==> config.mk <==
export PLATFORM = sky130hd
export DESIGN_NAME = gpcm_exp
export DESIGN_NICKNAME = d
export VERILOG_FILES = /design/src/hdl/gpcm_pkg.sv /design/src/hdl/gpcm_exp.sv
export SDC_FILE = /design/constraint.sdc
export NUM_CORES = 2
export LEC_CHECK = 0
export BUFFER_PORTS_ARGS = -buffer_cell sky130_fd_sc_hd__buf_2
export CAP_MARGIN = 20
export CORE_MARGIN = 2
export CORE_UTILIZATION = 60
export DETAILED_ROUTE_END_ITERATION = 6
export PLACE_DENSITY = 0.84
export SLEW_MARGIN = 40
export SYNTH_ARGS = -nofsm -noshare
export SYNTH_HDL_FRONTEND = slang
export SYNTH_SLANG_ARGS = --single-unit
==> constraint.sdc <==
create_clock -name clk -period 7 [get_ports clk]
set_input_delay 1.05 -clock clk [delete_from_list [all_inputs] [get_ports clk]]
set_output_delay 1.05 -clock clk [all_outputs]
set_load 0.05 [all_outputs]
==> src/hdl/gpcm_pkg.sv <==
// Shared types, constants and the exp table for the GPCM category probability block.
package gpcm_pkg;

    localparam int CAT_W      = 3;
    localparam int VAL_W      = 16;
    localparam int PROB_W     = 16;
    localparam int CFG_IDX_W  = 3;
    localparam int NUM_THR    = 6;
    localparam int EXP_W      = 17;

    localparam logic [16:0]       LOG2E_Q16 = 17'd94548;
    localparam logic [15:0]       LN2_Q16   = 16'd45426;
    localparam logic [PROB_W-1:0] PROB_ONE  = 16'd32768;
    localparam logic [EXP_W-1:0]  EXP_ONE   = 17'd65536;

    typedef enum logic [CFG_IDX_W-1:0] {
        REG_SLOPE = 3'd0,
        REG_TOP   = 3'd1,
        REG_THR1  = 3'd2,
        REG_THR2  = 3'd3,
        REG_THR3  = 3'd4,
        REG_THR4  = 3'd5,
        REG_THR5  = 3'd6,
        REG_THR6  = 3'd7
    } cfg_reg_t;

    typedef struct packed {
        logic [CAT_W-1:0]        observed_category;
        logic signed [VAL_W-1:0] ability;
        logic signed [VAL_W-1:0] testlet_effect;
        logic                    response_present;
    } in_t;

    typedef struct packed {
        logic [PROB_W-1:0] probability;
        logic              category_invalid;
    } out_t;

    // Control that travels down the pipeline next to each beat.
    typedef struct packed {
        logic             valid;
        logic             present;
        logic             invalid;
        logic [CAT_W-1:0] cat;
    } ctl_t;

    // 2^(-idx/16) in Q.16, rounded.
    function automatic logic [EXP_W-1:0] pow2_frac(input logic [3:0] idx);
        logic [EXP_W-1:0] v;
        unique case (idx)
            4'd0:  v = 17'd65536;
            4'd1:  v = 17'd62757;
            4'd2:  v = 17'd60097;
            4'd3:  v = 17'd57549;
            4'd4:  v = 17'd55109;
            4'd5:  v = 17'd52773;
            4'd6:  v = 17'd50535;
            4'd7:  v = 17'd48393;
            4'd8:  v = 17'd46341;
            4'd9:  v = 17'd44376;
            4'd10: v = 17'd42495;
            4'd11: v = 17'd40693;
            4'd12: v = 17'd38968;
            4'd13: v = 17'd37316;
            4'd14: v = 17'd35734;
            4'd15: v = 17'd34219;
            default: v = 17'd65536;
        endcase
        return v;
    endfunction

endpackage

==> src/hdl/gpcm_exp.sv <==
// One exponent lane: e = 65536 * exp(-d / 4096) by table and quadratic correction.
module gpcm_exp #(
    parameter int LW = 25
) (
    input  logic                         clk,
    input  logic [LW-1:0]                d,
    output logic [gpcm_pkg::EXP_W-1:0]   e
);

    localparam int YW = LW + 5;

    logic [LW+16:0]              yprod;
    logic [YW-1:0]               y_reg;
    logic [27:0]                 zprod;
    logic [11:0]                 z_reg;
    logic [3:0]                  i_e_reg, i_f_reg;
    logic [4:0]                  n_e_reg, n_f_reg;
    logic                        zero_e_reg, zero_f_reg;
    logic [23:0]                 zsq;
    logic [gpcm_pkg::EXP_W-1:0]  g_reg;
    logic [33:0]                 vprod;
    logic [gpcm_pkg::EXP_W-1:0]  v;
    logic [gpcm_pkg::EXP_W-1:0]  e_reg;

    assign yprod = (LW+17)'(d) * (LW+17)'(gpcm_pkg::LOG2E_Q16);
    assign zprod = 28'(y_reg[11:0]) * 28'(gpcm_pkg::LN2_Q16);
    assign zsq   = 24'(z_reg) * 24'(z_reg);
    assign vprod = 34'(gpcm_pkg::pow2_frac(i_f_reg)) * 34'(g_reg);
    assign v     = vprod[32:16];

    always_ff @(posedge clk)
    begin
        y_reg      <= yprod[LW+16:12];
        z_reg      <= zprod[27:16];
        i_e_reg    <= y_reg[15:12];
        n_e_reg    <= y_reg[20:16];
        zero_e_reg <= |y_reg[YW-1:21];
        g_reg      <= gpcm_pkg::EXP_ONE - 17'(z_reg) + 17'(zsq[23:17]);
        i_f_reg    <= i_e_reg;
        n_f_reg    <= n_e_reg;
        zero_f_reg <= zero_e_reg;
        e_reg      <= zero_f_reg ? '0 : (v >> n_f_reg);
    end

    assign e = e_reg;

endmodule

==> results.json <==
{
  "grt_pass1_wl_um": 99600,
  "first_iter_violations": 1209,
  "register_area_sq_um": 2220,
  "final_area_sq_um": 27200,
  "path_max_fanout": 11,
  "first_pass_iters": 6,
  "cpPeakStageDelay_ns": 0.58,
  "grt.total_usage_pct": 28.0,
  "routed_wl_um": 58800,
  "tns_ns": 0,
  "end_kind": "flop",
  "fin_crit_ns": 6.76,
  "path_common_cell": "fa_1",
  "clock_path_buffers": 2,
  "final_common_cell": "inv_1",
  "whs_path_depth": 0,
  "crit_family": "adder cells",
  "initial_core_util_pct": 61.0,
  "reg2reg_depth": 23,
  "io_pins": 43,
  "antennaDiodeCount": 0,
  "vias": 18746,
  "cts.sinks": 109,
  "period_share_pct": 96.5,
  "multi_input_area_sq_um": 20800,
  "grt_max_degree": 36,
  "area_growth_pct": 6.06,
  "grt_antenna_before_repair": 1,
  "worstSetupPathType": "flop to flop",
  "port_buffers": 42,
  "final_cells": 3309,
  "required_ns": 7.24,
  "worst_slew_pin_slew_ns": 0.826,
  "finalHoldViolCount": 0,
  "vias_per_cell": 5.67,
  "post_dp_cell_area_sq_um": 26700,
  "rows": 75,
  "critPathBufInv": 5,
  "syn_nets": 3642,
  "critPathArrivalTime_ns": 7.00,
  "skew_ns": 0.0134,
  "die_w_um": 211,
  "hpwl_um": 51000,
  "ys_warn_count": 0,
  "clk_pin_slew_ns": 0.08,
  "dieArea_sq_um": 44400,
  "postCtsHoldBufs": 0,
  "syn_area_per_cell_sq_um": 9.45,
  "max_cap_violations": 0,
  "wl_per_cell_um": 17.8,
  "syn-instance-count": 2714,
  "synth_edf_count": 0,
  "cp_slowest_cell": "fa_1",
  "cts_max_level": 3,
  "coreArea_sq_um": 42000,
  "clk_latency_ns": 0.37,
  "placedCellCount": 3292,
  "fmax_mhz": 148,
  "relSlewSlack_pct": 44.9,
  "synth_cell_types": 89,
  "reg2reg_slack_ns": 0.24,
  "path_cells": "buf_4 > and2_1 > fa_1 > inv_1 > fa_1 > fa_1 > fa_1 > inv_1 > fa_1 > inv_1 > fa_1 > inv_1 > ha_1 > nand3_2 > nor3_4 > o21a_1 > o31ai_4 > a211o_1 > a2111o_1 > o221a_1 > a21boi_2 > a221oi_2 > a21oi_1",
  "fp.dieH_um": 211,
  "clockRootBuffer": "clkbuf_16",
  "synth_ff_type": "dfxtp_1",
  "numCtsBuffers": 9,
  "grt_remaining_overflow": 0,
  "slew_viol_final": 0,
  "cts_tree": "yes",
  "mostFrequentLayoutCells": "inv_1 (652), fa_1 (466), ha_1 (429), nand2_1 (247), and2_1 (140)",
  "fin_nets": 3693,
  "ys_seq_elements": 109,
  "drc": 0,
  "netlist_area_sq_um": 25700,
  "grt_pass1_vias": 21096,
  "run_status": "finished clean",
  "layout-drive-gt1-share_pct": 8.30,
  "crit_cells": 23,
  "synth_seq_area_share_pct": 8.51,
  "synth-async-reset-ratio_pct": 0,
  "setup_viol": 0,
  "cp-start-kind": "flop",
  "holdCritPathClass": "flop to flop",
  "ant_nets": 0,
  "fillers": 3172,
  "place_congestion": 0.935
}
## worst reg2reg max path, delay by kind of cell, from the launching register on
kind / cells / cell delay (ns)
AOI/OAI and AO/OA: 8 / 1.73
adders and majority gates: 7 / 3.47
buffers and inverters: 5 / 0.41
DFF: 1 / 0.37
and+or+nand+nor: 3 / 0.64
## stage by stage
step	worst slack [ns]	hold WS (ns)	utilization (%)
finish	0.244	0.325	64.7
global placement	0.207	0.313	63.4
floorplan	0.143	0.310	-
CTS	0.0259	0.326	64.2
detailed placement	-0.0707	0.313	63.4
global route	-0.0816	0.333	64.7
## repair_timing
action                                  4_1_cts  5_1_grt
endpoints found under the setup margin        2       26
resized for setup                             5       64
setup buffers                                 0        1
pin swaps                                     0        4
## final cells by class
type | instances | share of cell area (%)
clock inverters | 6 | 0.373
clock buffers | 10 | 0.842
well taps | 539 | 2.48
inverters | 654 | 9.04
flip-flops and latches | 109 | 8.16
repair buffers | 109 | 2.64
multi-input cells | 1882 | 76.5
## logic make-up (layout without fill, tap and decap cells)
kind of cell,Yosys count,in the layout,synth area share (%)
multiplexers,23,23,1.12
AO/OA/AOI/OAI,242,242,6.71
AND/OR/NAND/NOR,630,630,12.0
buffers and inverters,723,779,11.0
flip-flops,109,109,8.51
XOR/XNOR,85,85,2.90
adder cells (fa/ha/maj),902,902,57.8
## cells in the mapped netlist (8+ instances only)
cell type / number / area [sq um]
a211oi_1: 14 / 105
a21o_1: 18 / 135
a21oi_1: 63 / 315
a31oi_1: 8 / 50.1
and2_1: 140 / 876
and3_1: 15 / 93.8
clkbuf_1: 54 / 203
dfxtp_1: 109 / 2180
fa_1: 470 / 9410
ha_1: 432 / 5410
inv_1: 654 / 2450
mux2i_1: 13 / 130
nand2_1: 247 / 927
nand3_1: 28 / 140
nor2_1: 102 / 383
nor2b_1: 17 / 106
nor3_1: 23 / 115
o211ai_1: 11 / 82.6
o21a_1: 13 / 97.6
o21ai_0: 33 / 165
or2_2: 9 / 56.3
xnor2_1: 59 / 517
xor2_1: 26 / 228
## final timing paths
check,to,from
setup reg to reg,e[2],flop
setup / recovery,e[2],flop
hold reg to reg,n_f_reg[4],n_e_reg[4]
hold / removal,n_f_reg[4],n_e_reg[4]
## per-layer routing
metal | part of all wire, % | vias up | wire [um] | GRT usage, %
met1 | 38 | 9304 | 22300 | 32.3
met4 | 5.5 | 0 | 3230 | 14.7
met2 | 51 | 678 | 30200 | 50.6
li1 | - | 8528 | - | -
met3 | 5.2 | 236 | 3040 | 3.66
met5 | 0 | - | 0 | 0
Power is not shown: default switching activity piles up to over one toggle a cycle in this logic, so the estimate is an artifact.
