### src/hdl/gpcm_pkg.sv
// Shared types, constants and the exp table for the GPCM category probability block.
package gpcm_pkg;

    localparam int CAT_W      = 3;
    localparam int VAL_W      = 16;
    localparam int PROB_W     = 16;
    localparam int CFG_IDX_W  = 3;
    localparam int NUM_THR    = 6;
    localparam int EXP_W      = 17;

    localparam logic [16:0]       LOG2E_Q16 = 17'd94548;
    localparam logic [15:0]       LN2_Q16   = 16'd45426;
    localparam logic [PROB_W-1:0] PROB_ONE  = 16'd32768;
    localparam logic [EXP_W-1:0]  EXP_ONE   = 17'd65536;

    typedef enum logic [CFG_IDX_W-1:0] {
        REG_SLOPE = 3'd0,
        REG_TOP   = 3'd1,
        REG_THR1  = 3'd2,
        REG_THR2  = 3'd3,
        REG_THR3  = 3'd4,
        REG_THR4  = 3'd5,
        REG_THR5  = 3'd6,
        REG_THR6  = 3'd7
    } cfg_reg_t;

    typedef struct packed {
        logic [CAT_W-1:0]        observed_category;
        logic signed [VAL_W-1:0] ability;
        logic signed [VAL_W-1:0] testlet_effect;
        logic                    response_present;
    } in_t;

    typedef struct packed {
        logic [PROB_W-1:0] probability;
        logic              category_invalid;
    } out_t;

    // Control that travels down the pipeline next to each beat.
    typedef struct packed {
        logic             valid;
        logic             present;
        logic             invalid;
        logic [CAT_W-1:0] cat;
    } ctl_t;

    // 2^(-idx/16) in Q.16, rounded.
    function automatic logic [EXP_W-1:0] pow2_frac(input logic [3:0] idx);
        logic [EXP_W-1:0] v;
        unique case (idx)
            4'd0:  v = 17'd65536;
            4'd1:  v = 17'd62757;
            4'd2:  v = 17'd60097;
            4'd3:  v = 17'd57549;
            4'd4:  v = 17'd55109;
            4'd5:  v = 17'd52773;
            4'd6:  v = 17'd50535;
            4'd7:  v = 17'd48393;
            4'd8:  v = 17'd46341;
            4'd9:  v = 17'd44376;
            4'd10: v = 17'd42495;
            4'd11: v = 17'd40693;
            4'd12: v = 17'd38968;
            4'd13: v = 17'd37316;
            4'd14: v = 17'd35734;
            4'd15: v = 17'd34219;
            default: v = 17'd65536;
        endcase
        return v;
    endfunction

endpackage

### src/hdl/gpcm_div.sv
// Pipelined restoring divider, one quotient bit per stage.
module gpcm_div #(
    parameter int DW = 20,
    localparam int QW = gpcm_pkg::PROB_W,
    localparam int NW = DW + QW
) (
    input  logic            clk,
    input  logic            rst_n,
    input  gpcm_pkg::ctl_t  ctl_in,
    input  logic [NW-1:0]   num,
    input  logic [DW-1:0]   den,
    output gpcm_pkg::ctl_t  ctl_out,
    output logic [QW-1:0]   quo
);

    gpcm_pkg::ctl_t ctl_reg [QW];
    logic [NW-1:0]  rem_reg [QW];
    logic [QW-1:0]  quo_reg [QW];
    logic [DW-1:0]  den_reg [QW];

    for (genvar j = 0; j < QW; j++)
    begin : g_stage
        localparam int B = QW - 1 - j;
        gpcm_pkg::ctl_t ctl_i;
        logic [NW-1:0]  rem_i;
        logic [QW-1:0]  quo_i;
        logic [DW-1:0]  den_i;
        logic [NW-1:0]  shifted;
        logic           ge;
        logic [NW-1:0]  rem_next;
        logic [QW-1:0]  quo_next;

        if (j == 0)
        begin : g_first
            assign ctl_i = ctl_in;
            assign rem_i = num;
            assign quo_i = '0;
            assign den_i = den;
        end
        else
        begin : g_rest
            assign ctl_i = ctl_reg[j-1];
            assign rem_i = rem_reg[j-1];
            assign quo_i = quo_reg[j-1];
            assign den_i = den_reg[j-1];
        end

        always_comb
        begin
            shifted     = NW'(den_i) << B;
            ge          = rem_i >= shifted;
            rem_next    = ge ? rem_i - shifted : rem_i;
            quo_next    = quo_i;
            quo_next[B] = ge;
        end

        always_ff @(posedge clk or negedge rst_n)
        begin
            if (!rst_n)
            begin
                ctl_reg[j] <= '0;
            end
            else
            begin
                ctl_reg[j] <= ctl_i;
            end
        end

        always_ff @(posedge clk)
        begin
            rem_reg[j] <= rem_next;
            quo_reg[j] <= quo_next;
            den_reg[j] <= den_i;
        end
    end

    assign ctl_out = ctl_reg[QW-1];
    assign quo     = quo_reg[QW-1];

endmodule

### config.mk
export PLATFORM = sky130hd
export DESIGN_NAME = gpcm_div
export DESIGN_NICKNAME = d
export VERILOG_FILES = /design/src/hdl/gpcm_pkg.sv /design/src/hdl/gpcm_div.sv
export SDC_FILE = /design/constraint.sdc
export NUM_CORES = 2
export LEC_CHECK = 0
export BUFFER_PORTS_ARGS = -buffer_cell sky130_fd_sc_hd__buf_2
export CORE_AREA = 2 2 600 304
export CTS_CLUSTER_DIAMETER = 50
export DETAILED_ROUTE_END_ITERATION = 16
export DIE_AREA = 0 0 602 306
export SLEW_MARGIN = 10
export SYNTH_ARGS = -nofsm -noshare
export SYNTH_HDL_FRONTEND = slang
export SYNTH_SLANG_ARGS = --single-unit
### constraint.sdc
create_clock -name clk -period 4.1 [get_ports clk]
set_input_delay 0.82 -clock clk [delete_from_list [all_inputs] [get_ports clk]]
set_output_delay 0.82 -clock clk [all_outputs]
set_load 0.005 [all_outputs]
==> flow_summary.yaml <==
layout:
  layout-drive-gt1-share_pct: 9.312
  nNetsFinal: 5079
  largest_register_ff_count: 540
  area_growth_pct: 16.72
sta:
  tightestPinTransition_ps: 1084
  fmax_mhz: 264.4
  timing.final.max_slew_violations: 0
  finalSetupTns_ps: 0
  skew_ps: 75.80
  fin_crit_sh_pct: 92.26
  setup_viol: 0
  rsz0062_at_grt: "false"
  slew_headroom_pct: 26.79
  finalHoldViolCount: 0
  fin_ws_ps: 317.5
  finalCriticalPeriod_ps: 3783
  hold_ws_ps: 221.9
critical_path:
  critPathArrivalTime_ps: 4330
  rrSetupSlack_ps: 320
  crit_chain: "inv_1 > ha_1 > inv_1 > fa_1 > a21o_1 > a31oi_1 > o221ai_1 > a221oi_1 > o21bai_1 > a21oi_1 > o2111ai_1 > xnor2_1"
  cpMaxStageDelayCell: "a221oi_1"
  critPathLaunchType: "flip-flop"
  cpPeakStageDelay_ps: 590
  worstPathMaxFanout: 6
  cp.required_ps: 4640
  worst-setup-path-type: "flip-flop to flip-flop"
  end_kind: "flip-flop"
  worst_path_most_repeated_cell: "inv_1"
die:
  die_area_um2: 184200
  dieHeight_um: 306
  die_w_um: 602
  ios: 86
  start_util_pct: 24.84
  rows: 110
  core_area_um2: 178800
clocking:
  cts_tree: "yes"
  holdBufCountCts: 0
  cts.htree.levels: 3
  clock_latency_ps: 720
  cts_setup_buffers: 0
  cts_buffers: 103
  clockBufferDepth: 3
  clkSinkCount: 1072
  root_buffer: "clkbuf_16"
  path_clk_slew_ps: 70
status:
  status: "complete, no violations"
routing:
  wl_um: 104800
  first_pass_iters: 8
  initialDrtViolationCount: 2798
  drc: 0
  avgViaCountPerCell: 4.509
  vias: 32360
  antenna_left: 0
  wire_per_inst_um: 14.61
logic_synthesis:
  yosysWarnings: 0
  synth_area_um2: 44410
  synth-seq-area-share_pct: 49.40
  syn-num-nets: 4921
  yosys.area_share.adder_pct: 9.691
  synth_ff_type: "dfxtp_1"
  synth.largest_area_cell: "dfxtp_1"
  synth-compound-area-share_pct: 14.69
  synthXorXnorAreaFrac_pct: 6.646
  syn-instance-count: 4522
  synth_simple_gate_area_share_pct: 13.06
  synth_edf_count: 0
  syn_avg_cell_area_um2: 9.822
  async_flop_share_pct: 8.955
  synth_top_family_by_area: "compound AO/OA/AOI/OAI gates"
  synth_top_area_share_pct: 43.99
  ys_ff_latch: 1072
  synth.distinct_cells: 86
  synth.mux.area_fraction_pct: 2.242
  synth.area.top_cells: "dfxtp_1 44%, ha_1 9.0%, dfrtp_1 5.4%, xnor2_1 3.6%, a21oi_1 3.5%"
placed_design:
  place_ws_ps: 294.3
  port_buffers: 85
  dp_hpwl_um: 81160
  gp_congestion: 0.9111
job:
  cap_violations: 0
grt:
  grt_pass1_vias: 30600
  grt_start_max_net_pins: 72
  grtUsageTotal_pct: 11.22
  grt-ovfl-total: 0
  grt_antenna_before_repair: 6
  grt_pass1_wl_um: 167700
power:
  power_density_nw_per_um2: 786.5
  p_total_mw: 40.77
  ir_worst_vdd_v: 0.0004209
  p_leak_nw: 22.31
worst_hold_path:
  hold_class: "input port to flip-flop"
==> stage by stage <==
stage          util [%]  cell area [um^2]  instances
6_report          29.00             51840       7177
5_1_grt           28.99             51840       7176
4_1_cts           28.99             51830       7176
3_5_place_dp      26.85             48010       6983
3_3_place_gp      26.85             48010       6983
2_1_floorplan         -             44410       4522
==> final cells by class <==
class                      count  area, um^2
clock inverter                56       909.6
multi-input combinational   2956       20620
timing repair buffer         134       883.3
inverter                     413        1550
clock buffer                 137        2917
tap                         2408        3013
antenna                        1       2.502
fill                       18520      126900
sequential                  1072       21940
==> cells in the mapped netlist, drive strengths merged, types with 34 or more instances <==
cell type	n
inv	412
nor2b	55
ha	320
nand2b	46
dfxtp	976
mux2	84
or3	40
a21o	115
nor2	284
a31oi	38
a21oi	311
nor4	58
dfrtp	96
nor3	107
o31ai	38
xor2	154
nand3	75
clkbuf	62
a211oi	34
o21ai	242
o21a	58
xnor2	183
nand2	294
nand4	53
==> worst max-delay path, delay by kind of cell (launching register included) <==
kind,cells,cell delay (ps)
AO/OA/AOI/OAI,7,2410
adder cells (fa/ha/maj),2,580
flip-flops,1,310
XOR/XNOR,1,180
buffers and inverters,2,120
==> what timing repair did <==
action | in CTS | in global routing
resized for setup | 0 | 1
endpoints found under the hold margin | 0 | 0
endpoints found under the setup margin | 0 | 3
==> logic make-up after synthesis <==
family,count (synthesis)
AND/OR/NAND/NOR,1163
flip-flops,1072
AO/OA/AOI/OAI,1032
buffers and inverters,494
XOR/XNOR,337
adder cells (fa/ha/maj),335
multiplexers,89
==> metal layers <==
layer	GRT usage, %	part of all wire (%)
met1	17.66	54
met2	14.32	36
met3	3.346	9.1
met4	2.687	1.8
met5	0	0.026
==> cell usage in the layout (no fill, tap or decap), types with 40 or more instances in the layout <==
cell and instances:
nor2b_1 55, nor3_1 106, nor2_1 283, dfrtp_1 96, nand4_1 53, clkbuf_16 104
nor4_1 55, inv_1 410, dfxtp_1 976, nand3_1 75, buf_2 84, o21a_1 58
ha_1 320, or3_1 40, xnor2_1 183, xor2_1 154, a21o_1 115, a21oi_1 310
nand2_1 294, nand2b_1 46, mux2_2 84, buf_4 43, o21ai_0 239
==> final timing paths <==
path | startpoint | end | depth (start not counted)
setup / recovery | rem_reg[1][41] | rem_reg[1][105] | 12
hold / removal | num[14] | rem_reg[0][14] | 1
setup reg to reg | rem_reg[1][41] | rem_reg[1][105] | 12
hold reg to reg | den_reg[1][77] | den_reg[1][97] | 0
max in group asynchronous | rst_n | ctl_reg[79] | 2
min in group asynchronous | rst_n | ctl_out[0] | 1
==> where the power goes <==
| part | switching [mW] | internal (mW) | total, mW |
|---|---|---|---|
| combinational | 8.65 | 6.97 | 15.6 |
| sequential | 1.61 | 13.1 | 14.7 |
| clock | 4.30 | 6.11 | 10.4 |
Note: power is estimated with default switching activity, not from simulation.
