$ cat config.mk
export PLATFORM = sky130hd
export DESIGN_NAME = gpcm_logit
export DESIGN_NICKNAME = d
export VERILOG_FILES = /design/src/hdl/gpcm_pkg.sv /design/src/hdl/gpcm_logit.sv
export SDC_FILE = /design/constraint.sdc
export NUM_CORES = 2
export LEC_CHECK = 0
export BUFFER_PORTS_ARGS = -buffer_cell sky130_fd_sc_hd__buf_4
export CAP_MARGIN = 20
export CORE_MARGIN = 3
export CORE_UTILIZATION = 65
export DETAILED_ROUTE_END_ITERATION = 8
export PLACE_DENSITY = 0.86
export SKIP_LAST_GASP = 1
export SYNTH_ARGS = -nofsm -noshare
export SYNTH_HDL_FRONTEND = slang
export SYNTH_SLANG_ARGS = --single-unit
export TNS_END_PERCENT = 20
$ cat constraint.sdc
create_clock -name clk -period 14.7 [get_ports clk]
set_input_delay 1.47 -clock clk [delete_from_list [all_inputs] [get_ports clk]]
set_output_delay 1.47 -clock clk [all_outputs]
set_load 0.03 [all_outputs]
$ cat src/hdl/gpcm_pkg.sv
// Shared types, constants and the exp table for the GPCM category probability block.
package gpcm_pkg;

    localparam int CAT_W      = 3;
    localparam int VAL_W      = 16;
    localparam int PROB_W     = 16;
    localparam int CFG_IDX_W  = 3;
    localparam int NUM_THR    = 6;
    localparam int EXP_W      = 17;

    localparam logic [16:0]       LOG2E_Q16 = 17'd94548;
    localparam logic [15:0]       LN2_Q16   = 16'd45426;
    localparam logic [PROB_W-1:0] PROB_ONE  = 16'd32768;
    localparam logic [EXP_W-1:0]  EXP_ONE   = 17'd65536;

    typedef enum logic [CFG_IDX_W-1:0] {
        REG_SLOPE = 3'd0,
        REG_TOP   = 3'd1,
        REG_THR1  = 3'd2,
        REG_THR2  = 3'd3,
        REG_THR3  = 3'd4,
        REG_THR4  = 3'd5,
        REG_THR5  = 3'd6,
        REG_THR6  = 3'd7
    } cfg_reg_t;

    typedef struct packed {
        logic [CAT_W-1:0]        observed_category;
        logic signed [VAL_W-1:0] ability;
        logic signed [VAL_W-1:0] testlet_effect;
        logic                    response_present;
    } in_t;

    typedef struct packed {
        logic [PROB_W-1:0] probability;
        logic              category_invalid;
    } out_t;

    // Control that travels down the pipeline next to each beat.
    typedef struct packed {
        logic             valid;
        logic             present;
        logic             invalid;
        logic [CAT_W-1:0] cat;
    } ctl_t;

    // 2^(-idx/16) in Q.16, rounded.
    function automatic logic [EXP_W-1:0] pow2_frac(input logic [3:0] idx);
        logic [EXP_W-1:0] v;
        unique case (idx)
            4'd0:  v = 17'd65536;
            4'd1:  v = 17'd62757;
            4'd2:  v = 17'd60097;
            4'd3:  v = 17'd57549;
            4'd4:  v = 17'd55109;
            4'd5:  v = 17'd52773;
            4'd6:  v = 17'd50535;
            4'd7:  v = 17'd48393;
            4'd8:  v = 17'd46341;
            4'd9:  v = 17'd44376;
            4'd10: v = 17'd42495;
            4'd11: v = 17'd40693;
            4'd12: v = 17'd38968;
            4'd13: v = 17'd37316;
            4'd14: v = 17'd35734;
            4'd15: v = 17'd34219;
            default: v = 17'd65536;
        endcase
        return v;
    endfunction

endpackage

$ cat src/hdl/gpcm_logit.sv
// Logit front end: slope product, per-category logits and their maximum.
module gpcm_logit #(
    parameter int MAX_TOP_CATEGORY = 6,
    localparam int LANES = MAX_TOP_CATEGORY + 1,
    localparam int KW    = $clog2(LANES),
    localparam int LW    = 22 + KW
) (
    input  logic                    clk,
    input  logic                    rst_n,
    input  gpcm_pkg::ctl_t          ctl_in,
    input  gpcm_pkg::in_t           item,
    input  logic signed [15:0]      slope,
    input  logic signed [15:0]      thr [1:gpcm_pkg::NUM_THR],
    input  logic [LANES-1:0]        lane_on,
    output gpcm_pkg::ctl_t          ctl,
    output logic signed [LW-1:0]    logit [LANES],
    output logic signed [LW-1:0]    lmax
);

    localparam int P = 2 ** $clog2(LANES);

    gpcm_pkg::ctl_t       ctl_a_reg, ctl_b_reg, ctl_c_reg;
    logic signed [31:0]   prod_a_reg;
    logic signed [15:0]   testlet_a_reg;
    logic signed [20:0]   s;
    logic signed [LW-1:0] logit_next [LANES];
    logic signed [LW-1:0] logit_b_reg [LANES];
    logic signed [LW-1:0] logit_c_reg [LANES];
    logic signed [LW-1:0] node [1:2*P-1];
    logic signed [LW-1:0] lmax_reg;

    always_ff @(posedge clk or negedge rst_n)
    begin
        if (!rst_n)
        begin
            ctl_a_reg <= '0;
            ctl_b_reg <= '0;
            ctl_c_reg <= '0;
        end
        else
        begin
            ctl_a_reg <= ctl_in;
            ctl_b_reg <= ctl_a_reg;
            ctl_c_reg <= ctl_b_reg;
        end
    end

    always_ff @(posedge clk)
    begin
        prod_a_reg    <= slope * item.ability;
        testlet_a_reg <= item.testlet_effect;
    end

    // The arithmetic shift floors the Q8.24 product back to Q.12.
    assign s = 21'(prod_a_reg >>> 12) + {{5{testlet_a_reg[15]}}, testlet_a_reg};

    for (genvar k = 0; k < LANES; k++)
    begin : g_lane
        localparam logic [LW-1:0] KV = LW'(k);
        logic [LW-1:0] b;
        if (k == 0)
        begin : g_zero
            assign b = '0;
        end
        else if (k <= gpcm_pkg::NUM_THR)
        begin : g_thr
            assign b = {{(LW-16){thr[k][15]}}, thr[k]};
        end
        else
        begin : g_none
            assign b = '0;
        end
        assign logit_next[k] = $signed({{(LW-21){s[20]}}, s} * KV - b);

        always_ff @(posedge clk)
        begin
            logit_b_reg[k] <= logit_next[k];
            logit_c_reg[k] <= logit_b_reg[k];
        end
    end

    // Compare tree; lanes not in use are replaced by category zero.
    always_comb
    begin
        for (int i = 0; i < P; i++)
        begin
            node[P+i] = logit_b_reg[0];
            if (i < LANES)
            begin
                if (lane_on[i])
                begin
                    node[P+i] = logit_b_reg[i];
                end
            end
        end
        for (int i = P - 1; i >= 1; i--)
        begin
            node[i] = (node[2*i] > node[2*i+1]) ? node[2*i] : node[2*i+1];
        end
    end

    always_ff @(posedge clk)
    begin
        lmax_reg <= node[1];
    end

    assign ctl   = ctl_c_reg;
    assign logit = logit_c_reg;
    assign lmax  = lmax_reg;

endmodule

==> impl_metrics.yaml <==
floorplan:
  die_y_um: 226
  start_util_pct: 66.7
  io-pin-count: 369
  coreArea_um2: 47100
  dieWidth_um: 226
  die_area_um2: 51100
  num_rows: 79
synthesis:
  synth-seq-cells: 367
  yosysUniqueCellTypes: 80
  synth_warnings: 0
  avgSynthCellArea_um2: 9.16
  ys_seq_area_share_pct: 23.6
  synth-adder-area-share_pct: 35.5
  synth_top_family_by_area: "adder cells"
  netlist_area_um2: 31500
  synth_compound_area_share_pct: 12.5
  muxShareOfSynthArea_pct: 1.81
  syn_inst: 3436
  synth-simple-area-share_pct: 14.0
  yosys.area_share.xor_xnor_pct: 4.54
  synth-edff-count: 0
  synth-main-ff-cell: "dfxtp_1"
  async_flop_share_pct: 4.90
sta:
  fin_skew_ns: 0.0329
  min_period_ns: 9.17
  setup_viol: 0
  setup_tns_ns: 0
  rsz0062_at_grt: "false"
  hold_viol: 0
  fmax_mhz: 109
  final_max_slew_viol_count: 0
  period_share_pct: 62.4
  maxSlewHeadroom_pct: 22.2
  worstMarginPinSlew_ns: 1.16
critical_path:
  critPathRequiredTime_ns: 15.10
  cp-end-kind: "flip-flop"
  startpoint_type: "input pin"
  crit_path_top_delay_cell: "o211ai_1"
  path_class: "input pin to flip-flop"
  r2r_start: "logit_b_reg[5][22]"
  r2r_slack_ns: 6.33
  crit_path_start: "lane_on[5]"
  critPathMaxFanout: 33
  crit_top_cell: "a21o_1"
  worst_ep_arrival_time_ns: 9.57
  cpPeakStageDelay_ns: 0.84
  rr_worst_depth: 33
route:
  first_pass_iters: 6
  route.detailed.drc: 0
  antenna_left: 0
  drtIter0Drc: 2268
  via_count: 25500
  finalWirelength_mm: 85.1
  viasPerCell: 5.81
  wl_per_cell_um: 19.4
cts:
  clk_latency_ns: 0.56
  clockBufferDepth: 3
  clock_sinks: 367
  htreeDepth: 2
  clk_pin_slew_ns: 0.07
  postCtsSetupBuffers: 0
  cts_tree: "yes"
  cts_buffers: 37
  cts_hold_buf: 0
  ctsResizeCount: 0
  cts_root_buf: "clkbuf_16"
final_layout:
  drive_gt1_share_pct: 12.4
  num-fill-cells: 3306
  nNetsFinal: 4628
  layout_common_cells: "517 x inv_1, 401 x ha_1, 361 x buf_4"
  final_common_cell: "inv_1"
  syn_to_final_growth_pct: 13.7
place:
  gp_congestion: 0.968
  hpwl_mm: 69.4
  port-buffer-count: 338
grt:
  grt_first_pass_wirelength_mm: 132
  grt_use_total_pct: 33.1
  grt_pass1_vias: 25100
  grt_max_degree: 52
  antenna_found_initial: 2
  overflow: 0
outcome:
  status: "complete, no violations"
hold_path:
  hold_start: "logit_b_reg[2][6]"
  hold_path.class: "flip-flop to flip-flop"
  holdPathStages: 0
run:
  cap_violations: 0
[metal layers]
layer | vias to the layer above | global-route usage [%] | share of wire (%)
met5 | - | 0 | 0.020
met4 | 2 | 17.3 | 6.0
met3 | 302 | 5.06 | 8.7
met2 | 1254 | 54.3 | 46
met1 | 12000 | 42.5 | 39
li1 | 12000 | - | -
[logic make-up (layout without fill, tap and decap cells)]
logic type | count (synthesis) | after routing
other | 2 | 28
xor gates and xnor gates | 163 | 163
AOI/OAI and AO/OA | 602 | 602
and+or+nand+nor | 918 | 918
DFF | 367 | 367
buffers and inverters | 621 | 942
adders and majority gates | 709 | 709
muxes | 54 | 54
[worst max-delay path, delay by kind of cell]
family,cells,cell delay [ns]
AO/OA/AOI/OAI,18,3.73
buffers and inverters,4,0.93
adder cells (fa/ha/maj),3,0.90
AND/OR/NAND/NOR,7,1.62
multiplexers,2,0.86
[synth_stat cells (6+ instances only)]
library cell	instances	share of area, %
a211oi_1	16	0.38
a21boi_0	8	0.19
a21o_1	70	1.7
a21oi_1	181	2.9
a221oi_1	11	0.31
a311oi_1	9	0.25
a31o_2	6	0.17
a31oi_1	39	0.78
and2_1	159	3.2
and3_1	16	0.32
buf_4	31	0.74
clkbuf_1	63	0.75
dfrtp_1	18	1.4
dfxtp_1	349	22
fa_1	308	20
ha_1	401	16
inv_1	517	6.2
mux2_2	19	0.68
mux2i_1	34	1.1
nand2_1	323	3.9
nand2b_1	42	0.84
nand3_1	47	0.75
nand4_1	28	0.56
nor2_1	180	2.1
nor2b_1	34	0.68
nor3_1	44	0.70
nor4_1	15	0.30
o211ai_1	18	0.43
o21a_1	42	1.0
o21ai_0	97	1.5
o21ai_1	6	0.095
o21bai_1	19	0.45
o221ai_1	17	0.47
o31a_1	6	0.17
o31ai_1	6	0.14
or3_1	12	0.24
xnor2_1	131	3.6
xor2_1	32	0.89
[final cells by class]
cell class | instances | area, µm² | share of cell area, %
diodes | 2 | 5.00 | 0.0140
clock buffers | 50 | 1040 | 2.90
clock inverters | 14 | 206 | 0.577
inverters | 517 | 1940 | 5.42
multi-input cells | 2472 | 21700 | 60.6
flip-flops and latches | 367 | 7440 | 20.8
well taps | 607 | 759 | 2.12
repair buffers | 361 | 2710 | 7.57
[worst paths after layout]
kind	to
setup / recovery	lmax[23]
hold / removal	logit[106]
setup reg to reg	lmax[23]
hold reg to reg	logit[106]
max in group asynchronous	ctl_b_reg[2]
min in group asynchronous	ctl_b_reg[3]
[metrics by stage]
step / hold slack [ns] / setup slack, ns / area [µm²] / cells / util, %
2_1_floorplan: 0.324 / 6.61 / 31600 / 3460 / -
3_3_place_gp: 0.328 / 5.33 / 34500 / 4324 / 73.2
3_5_place_dp: 0.331 / 5.25 / 34500 / 4324 / 73.2
4_1_cts: 0.345 / 5.78 / 35800 / 4388 / 75.9
5_1_grt: 0.350 / 5.09 / 35800 / 4388 / 75.9
6_report: 0.346 / 5.53 / 35800 / 4390 / 75.9
Power is left out: the tool's default activity adds up to more than one toggle a clock period on the data nets, which glitch-free logic cannot reach.
